## config.mk

```make
export PLATFORM = sky130hd
export DESIGN_NAME = cartridge_bank_controller
export DESIGN_NICKNAME = d
export VERILOG_FILES = /design/src/cbc_pkg.sv /design/src/cartridge_bank_controller.sv
export SDC_FILE = /design/constraint.sdc
export NUM_CORES = 1
export LEC_CHECK = 0
export BUFFER_PORTS_ARGS = -buffer_cell sky130_fd_sc_hd__buf_4
export CORE_ASPECT_RATIO = 0.7
export CORE_MARGIN = 2
export CORE_UTILIZATION = 53
export DETAILED_ROUTE_END_ITERATION = 12
export PLACE_DENSITY = 0.77
export SLEW_MARGIN = 10
export SYNTH_ARGS = -nofsm -noshare
export SYNTH_HDL_FRONTEND = slang
export SYNTH_SLANG_ARGS = --single-unit
export TNS_END_PERCENT = 100
```

## constraint.sdc

```tcl
create_clock -name clock -period 2.2 [get_ports clock]
set_input_delay 0.44 -clock clock [delete_from_list [all_inputs] [get_ports clock]]
set_output_delay 0.44 -clock clock [all_outputs]
set_load 0.02 [all_outputs]
```

## src/cbc_pkg.sv

```systemverilog
// Shared types and codes for the cartridge bank controller.
// No dependencies; used by the controller and its port checker.
package cbc_pkg;

   typedef enum logic [1:0] {
      KIND_NONE = 2'd0,
      KIND_MBC1 = 2'd1,
      KIND_MBC2 = 2'd2,
      KIND_MBC3 = 2'd3
   } kind_type;

   typedef enum logic [1:0] {
      TGT_NONE = 2'd0,
      TGT_ROM  = 2'd1,
      TGT_RAM  = 2'd2,
      TGT_RTC  = 2'd3
   } target_type;

   typedef enum logic [1:0] {
      ST_OK       = 2'd0,
      ST_ILLEGAL  = 2'd1,
      ST_RAM_OFF  = 2'd2,
      ST_UNMAPPED = 2'd3
   } status_type;

   typedef enum logic [1:0] {
      MODE_ROM = 2'd0,
      MODE_RAM = 2'd1,
      MODE_RTC = 2'd2
   } bank_mode_type;

   localparam logic ACC_READ  = 1'b0;
   localparam logic ACC_WRITE = 1'b1;

   localparam logic [3:0] RAM_ENABLE_KEY = 4'hA;
   localparam logic [7:0] LATCH_ARM      = 8'h00;
   localparam logic [7:0] LATCH_FIRE     = 8'h01;
   localparam logic [7:0] RTC_SEL_FIRST  = 8'h08;
   localparam logic [7:0] RTC_SEL_END    = 8'h0D;

   typedef struct packed {
      logic        mode;
      logic [15:0] bus_addr;
      logic [7:0]  bus_data;
   } req_type;

   typedef struct packed {
      target_type  target;
      logic [20:0] mem_addr;
      logic        write_strobe;
      logic [7:0]  write_byte;
      logic [2:0]  rtc_index;
      logic        latch_pulse;
      status_type  status;
   } rsp_type;

endpackage

```

## src/cartridge_bank_controller.sv

```systemverilog
// Cartridge bank controller: bus access decode, bank registers and address mapping.
// Depends on cbc_pkg for payload structs and code enums.
//
//   channel | direction | handshake             | payload
//   --------+-----------+-----------------------+------------------------
//   req     | in        | req_valid / req_ready | cbc_pkg::req_type
//   rsp     | out       | rsp_valid / rsp_ready | cbc_pkg::rsp_type
//   csr     | in        | csr_write_en          | controller kind, 2 bits
//
// One request per cycle while results are taken; each passes an input register,
// then decode and bank mapping into the result register, where the bank
// registers also update. Both stages hold while the result is not taken; the
// input stage still takes a request whenever it moves on in the same cycle.
// Synchronous reset clears valids, the kind and most bank registers; it sets
// the ROM page to 1 and arms the latch.
module cartridge_bank_controller (
   input  logic             clock,
   input  logic             reset,
   input  logic             req_valid,
   output logic             req_ready,
   input  cbc_pkg::req_type req_data,
   output logic             rsp_valid,
   input  logic             rsp_ready,
   output cbc_pkg::rsp_type rsp_data,
   input  logic             csr_write_en,
   input  logic [1:0]       csr_write_data
);
   import cbc_pkg::*;

   kind_type      kind_ff;
   logic          s1_valid_ff;
   req_type       s1_req_ff;
   logic          out_valid_ff;
   rsp_type       out_rsp_ff;

   logic [6:0]    rom_page_ff, rom_page_in;
   logic [2:0]    ram_page_ff, ram_page_in;
   logic          ram_en_ff, ram_en_in;
   bank_mode_type bank_mode_ff, bank_mode_in;
   logic [2:0]    rtc_sel_ff, rtc_sel_in;
   logic          latch_zero_ff, latch_zero_in;
   rsp_type       rsp_in;

   logic          s1_advance;
   logic          wr;
   logic [15:0]   addr;
   logic [7:0]    data;
   logic [2:0]    ram_page_use;
   logic [6:0]    rom_page_use;
   logic [4:0]    b5;
   logic [3:0]    b4;
   logic [6:0]    b7;

   assign s1_advance = s1_valid_ff && (!out_valid_ff || rsp_ready);
   assign req_ready  = !s1_valid_ff || s1_advance;
   assign rsp_valid  = out_valid_ff;
   assign rsp_data   = out_rsp_ff;

   assign wr   = (s1_req_ff.mode == ACC_WRITE);
   assign addr = s1_req_ff.bus_addr;
   assign data = s1_req_ff.bus_data;

   assign b5 = (data[4:0] == 5'd0) ? 5'd1 : data[4:0];
   assign b4 = (data[3:0] == 4'd0) ? 4'd1 : data[3:0];
   assign b7 = (data[6:0] == 7'd0) ? 7'd1 : data[6:0];

   assign rom_page_use = (kind_ff == KIND_NONE) ? 7'd1 : rom_page_ff;
   assign ram_page_use = ((kind_ff == KIND_MBC3) ||
                          (kind_ff == KIND_MBC1 && bank_mode_ff == MODE_RAM))
                         ? ram_page_ff : 3'd0;

   always_comb begin
      rsp_in        = '0;
      rsp_in.target = TGT_NONE;
      rsp_in.status = ST_OK;
      rom_page_in   = rom_page_ff;
      ram_page_in   = ram_page_ff;
      ram_en_in     = ram_en_ff;
      bank_mode_in  = bank_mode_ff;
      rtc_sel_in    = rtc_sel_ff;
      latch_zero_in = latch_zero_ff;

      if (addr[15:13] == 3'b101) begin
         // external RAM window
         if (!ram_en_ff) begin
            rsp_in.status = ST_RAM_OFF;
         end else if (kind_ff == KIND_MBC2) begin
            if (addr[12:9] != 4'd0) begin
               rsp_in.status = wr ? ST_ILLEGAL : ST_UNMAPPED;
            end else begin
               rsp_in.target   = TGT_RAM;
               rsp_in.mem_addr = {12'd0, addr[8:0]};
               if (wr) begin
                  rsp_in.write_strobe = 1'b1;
                  rsp_in.write_byte   = {4'd0, data[3:0]};
               end
            end
         end else if (kind_ff == KIND_MBC3 && bank_mode_ff == MODE_RTC) begin
            rsp_in.target    = TGT_RTC;
            rsp_in.rtc_index = rtc_sel_ff;
            if (wr) begin
               rsp_in.write_strobe = 1'b1;
               rsp_in.write_byte   = data;
            end
         end else begin
            rsp_in.target   = TGT_RAM;
            rsp_in.mem_addr = {5'd0, ram_page_use, addr[12:0]};
            if (wr) begin
               rsp_in.write_strobe = 1'b1;
               rsp_in.write_byte   = data;
            end
         end
      end else if (addr[15]) begin
         rsp_in.status = ST_UNMAPPED;
      end else if (!wr) begin
         rsp_in.target = TGT_ROM;
         if (!addr[14]) begin
            rsp_in.mem_addr = {5'd0, addr};
         end else begin
            rsp_in.mem_addr = {rom_page_use, addr[13:0]};
         end
      end else if (addr[14:13] == 2'b00) begin
         // RAM enable; MBC2 ignores it when bit 4 is set
         if (!(kind_ff == KIND_MBC2 && data[4])) begin
            ram_en_in = (data[3:0] == RAM_ENABLE_KEY);
         end
      end else if (kind_ff == KIND_NONE || (kind_ff == KIND_MBC2 && addr[14])) begin
         rsp_in.status = ST_ILLEGAL;
      end else if (!addr[14]) begin
         case (kind_ff)
            KIND_MBC1: rom_page_in = {rom_page_ff[6:5], b5};
            KIND_MBC2: begin
               if (data[4]) begin
                  rom_page_in = {3'd0, b4};
               end
            end
            default:   rom_page_in = b7;
         endcase
      end else if (!addr[13]) begin
         if (kind_ff == KIND_MBC1) begin
            if (bank_mode_ff == MODE_RAM) begin
               ram_page_in = {1'b0, data[1:0]};
            end else begin
               rom_page_in = {data[1:0], rom_page_ff[4:0]};
            end
         end else if (data < RTC_SEL_FIRST) begin
            ram_page_in  = data[2:0];
            bank_mode_in = MODE_RAM;
         end else if (data < RTC_SEL_END) begin
            // 0x08..0x0C: low three bits already equal value minus 8
            rtc_sel_in   = data[2:0];
            bank_mode_in = MODE_RTC;
         end
      end else begin
         if (kind_ff == KIND_MBC1) begin
            if (data == 8'd0) begin
               bank_mode_in = MODE_ROM;
            end else if (data == 8'd1) begin
               bank_mode_in = MODE_RAM;
            end
         end else begin
            rsp_in.latch_pulse = latch_zero_ff && (data == LATCH_FIRE);
            latch_zero_in      = (data == LATCH_ARM);
         end
      end
   end

   always_ff @(posedge clock) begin
      if (reset) begin
         kind_ff       <= KIND_NONE;
         s1_valid_ff   <= 1'b0;
         out_valid_ff  <= 1'b0;
         rom_page_ff   <= 7'd1;
         ram_page_ff   <= 3'd0;
         ram_en_ff     <= 1'b0;
         bank_mode_ff  <= MODE_ROM;
         rtc_sel_ff    <= 3'd0;
         latch_zero_ff <= 1'b1;
      end else begin
         if (csr_write_en) begin
            kind_ff <= kind_type'(csr_write_data);
         end
         if (req_ready) begin
            s1_valid_ff <= req_valid;
         end
         if (s1_advance) begin
            out_valid_ff  <= 1'b1;
            rom_page_ff   <= rom_page_in;
            ram_page_ff   <= ram_page_in;
            ram_en_ff     <= ram_en_in;
            bank_mode_ff  <= bank_mode_in;
            rtc_sel_ff    <= rtc_sel_in;
            latch_zero_ff <= latch_zero_in;
         end else if (rsp_ready) begin
            out_valid_ff <= 1'b0;
         end
      end
   end

   // payload registers, no reset
   always_ff @(posedge clock) begin
      if (req_ready && req_valid) begin
         s1_req_ff <= req_data;
      end
      if (s1_advance) begin
         out_rsp_ff <= rsp_in;
      end
   end

endmodule

```

==> impl_metrics.json <==
{
  "status": "finished, final reports clean",
  "grt_pass1_vias": 2263,
  "drt_iter0_drc": 122,
  "maxCapViolCount": 0,
  "io_pins": 72,
  "skew_ps": 9.327,
  "initial_core_util_pct": 55.62,
  "drc": 0,
  "worstPathMaxFanout": 4,
  "synth.top_cell.area_share_pct": 53.94,
  "wl_met3_um": 598,
  "highest_layer": "met4",
  "synth_edf_count": 63,
  "timing.hold.ws_ps": 261.5,
  "synthTopCellsByCount": "edfxtp_1 (63), nor2_1 (23), dfxtp_1 (21), and2_1 (18), nand2_1 (17)",
  "die_area_um2": 7294,
  "leakagePower_nw": 1.630,
  "period_needed_ps": 2021,
  "drt-met1-wl_mm": 3.244,
  "p_comb_share_pct": 9.3,
  "die_h_um": 72.06,
  "grt-ovfl-total": 0,
  "power.switching_mw": 0.7351,
  "rows": 24,
  "gp_congestion": 0.9329,
  "clockBufferDepth": 2,
  "synth.distinct_cells": 47,
  "diodes": 0,
  "cts_root_buf": "clkbuf_8",
  "p_per_area_nw_per_um2": 711.2,
  "syn_inst": 274,
  "grtUsageTotal_pct": 20.96,
  "hold_buffers": 0,
  "ys_seq_area_share_pct": 65.93,
  "core_um2": 6306,
  "netlist_area_um2": 3507,
  "wl_per_cell_um": 15.99,
  "grt_max_degree": 39,
  "crit_path_cell_trace": "inv_1 -> ha_1 -> nand2b_1 -> a21o_1 -> a2111o_1 -> or3b_1 -> a21oi_2",
  "layout-drive-gt1-share_pct": 30.28,
  "syn_avg_cell_area_um2": 12.80,
  "max_stage_delay_ps": 400,
  "yosys.area.top_type": "edfxtp_1",
  "drv_slew": 0,
  "criticalPathCategory": "flop to flop",
  "clock_latency_ps": 350,
  "h-tree-depth": 3,
  "ys_async_sr_fraction_pct": 0,
  "hp-class": "input pin to flop",
  "fin_nets": 391,
  "ys_seq_elements": 84,
  "setup_viol": 0,
  "p_seq_share_pct": 59.0,
  "antenna_found_initial": 0,
  "yosysWarnings": 0,
  "cts_tree": "yes",
  "worstPathRequired_ps": 2480,
  "crit_arrival_ps": 2310,
  "cts_buffers": 9,
  "port_buffers": 71,
  "timing.slew.headroom_pct": 28.59,
  "fmax_mhz": 494.8,
  "num_vias": 2360,
  "grt_pass1_wl_mm": 11.36,
  "synth.area.top_cells": "edfxtp_1 (54%), dfxtp_1 (12%), and2_1 (3.2%)",
  "slowest_stage": "dfxtp_1",
  "cts_post_setup_buffers_inserted": 0,
  "p_int_mw": 2.330,
  "dr_wl_met2_mm": 3.071,
  "rsz0062_at_grt": "no",
  "cp-start-kind": "flop",
  "cts.reportedPaths.clkPinSlew_ps": 80,
  "hold_viol": 0,
  "fill_cells": 481,
  "yosysMostFrequentCell": "edfxtp_1",
  "via_per_inst": 5.388,
  "drt-total-wl_mm": 7.002,
  "crit_path_end_kind": "flop",
  "antenna_left": 0,
  "synth_flop_cell": "edfxtp_1",
  "setup-tns-final_ps": 0,
  "switching_share_pct": 23.98,
  "pwr-share-clk_pct": 31.6,
  "hpwl_mm": 5.054,
  "worst_pin_slew_ps": 1071,
  "ir_drop_v": 0.0004005,
  "area_growth_pct": 22.90,
  "first_pass_iters": 4,
  "syn_nets": 310,
  "min_period_over_period_pct": 91.87,
  "cts_sinks": 84,
  "die_w_um": 101.2
}
==> power by group through the flow <==
stage	combinational, mW	clock, mW	sequential, mW
2_1_floorplan	0.125	0	1.87
3_3_place_gp	0.282	0	1.84
3_5_place_dp	0.285	0	1.85
4_1_cts	0.286	0.986	1.81
5_1_grt	0.308	1.04	1.82
6_report	0.286	0.970	1.81
==> worst paths after layout <==
kind | start | to | slack, ps | cells past startpoint
max | kind_ff[0]$_SDFFE_PP0P_ | ram_page_ff[2]$_SDFFE_PP0P_ | 180 | 7
min | req_data[23] | addr[15]$_DFFE_PP_ | 260 | 1
max reg2reg | kind_ff[0]$_SDFFE_PP0P_ | ram_page_ff[2]$_SDFFE_PP0P_ | 180 | 7
min reg2reg | rom_page_ff[2]$_SDFFE_PP0P_ | rom_page_ff[2]$_SDFFE_PP0P_ | 450 | 2
==> cell usage in the layout, fill, tap and decap left out, types with 2 or more instances in the layout <==
cell type / instances
mux2i_1: 8
and2_1: 18
nor3b_1: 5
dfxtp_1: 21
nor2_1: 22
inv_1: 6
nand3_2: 2
a21oi_1: 15
clkbuf_8: 10
a21o_1: 2
and3_1: 3
o211ai_1: 2
clkinv_2: 2
nand2b_1: 4
o21ai_0: 4
ha_1: 4
nand3_1: 4
buf_4: 80
a211oi_1: 5
nand3b_1: 4
clkinvlp_4: 2
nor4_1: 3
o22ai_1: 3
a22o_1: 2
o21a_1: 3
edfxtp_1: 63
or2_2: 4
nor3_1: 7
nand4_1: 3
nor2b_1: 13
nand2_1: 17
or4_1: 2
==> what timing repair did <==
item / CTS / global route
gates resized for setup: 0 / 1
setup endpoints to repair: 0 / 1
endpoints found under the hold margin: 0 / 0
==> worst max-delay path: cells and delay by family, from the launching register on <==
family | cells | cell delay (ps)
AOI/OAI and AO/OA | 3 | 650
and+or+nand+nor | 2 | 570
DFF | 1 | 400
adders and majority gates | 1 | 250
buffers and inverters | 1 | 80
==> stage by stage <==
step                      cells  setup slack [ps]  area (µm²)  total power [mW]  util [%]
final                       438             178.8        4310             3.065     68.35
after global routing        438             50.18        4310             3.170     68.35
after CTS                   438             170.6        4308             3.082     68.31
after detailed placement    422             213.6        4133             2.130     65.54
after global placement      422             282.9        4133             2.125     65.54
after floorplan             274             258.0        3507             1.999         -
==> registers in the layout, summed over array words and instances, names as in the netlist <==
name and cells:
bank_mode_ff 2, s1_valid_ff 1, latch_zero_ff 1, data 8
rsp_valid 1, rtc_sel_ff 3, rsp_data 38, ram_en_ff 1
addr 16, wr 1, rom_page_ff 7, kind_ff 2
ram_page_ff 3
==> cell type report <==
type	instances	area [µm²]	area share (%)
multi-input combinational	174	1102	25.57
clock buffer	10	137.6	3.193
inverter	6	22.52	0.5225
sequential	84	2312	53.64
tap	78	97.59	2.264
timing repair buffer	80	600.6	13.93
clock inverter	6	37.54	0.8708
==> cell families (layout without fill, tap and decap cells) <==
group                      Yosys count  after routing  share of synthesized area, %
and+or+nand+nor                    120            120                         19.66
DFF                                 84             84                         65.93
AOI/OAI and AO/OA                   42             42                         7.991
buffers and inverters               16            102                         2.711
muxes                                8              8                         2.283
adders and majority gates            4              4                         1.427
==> layer usage <==
metal	up-vias	GRT usage, %
met1	1082	30.82
met4	0	6.607
li1	1167	-
met2	102	30.32
met5	-	0
met3	9	6.166
Note: power is estimated with default switching activity, not from simulation.
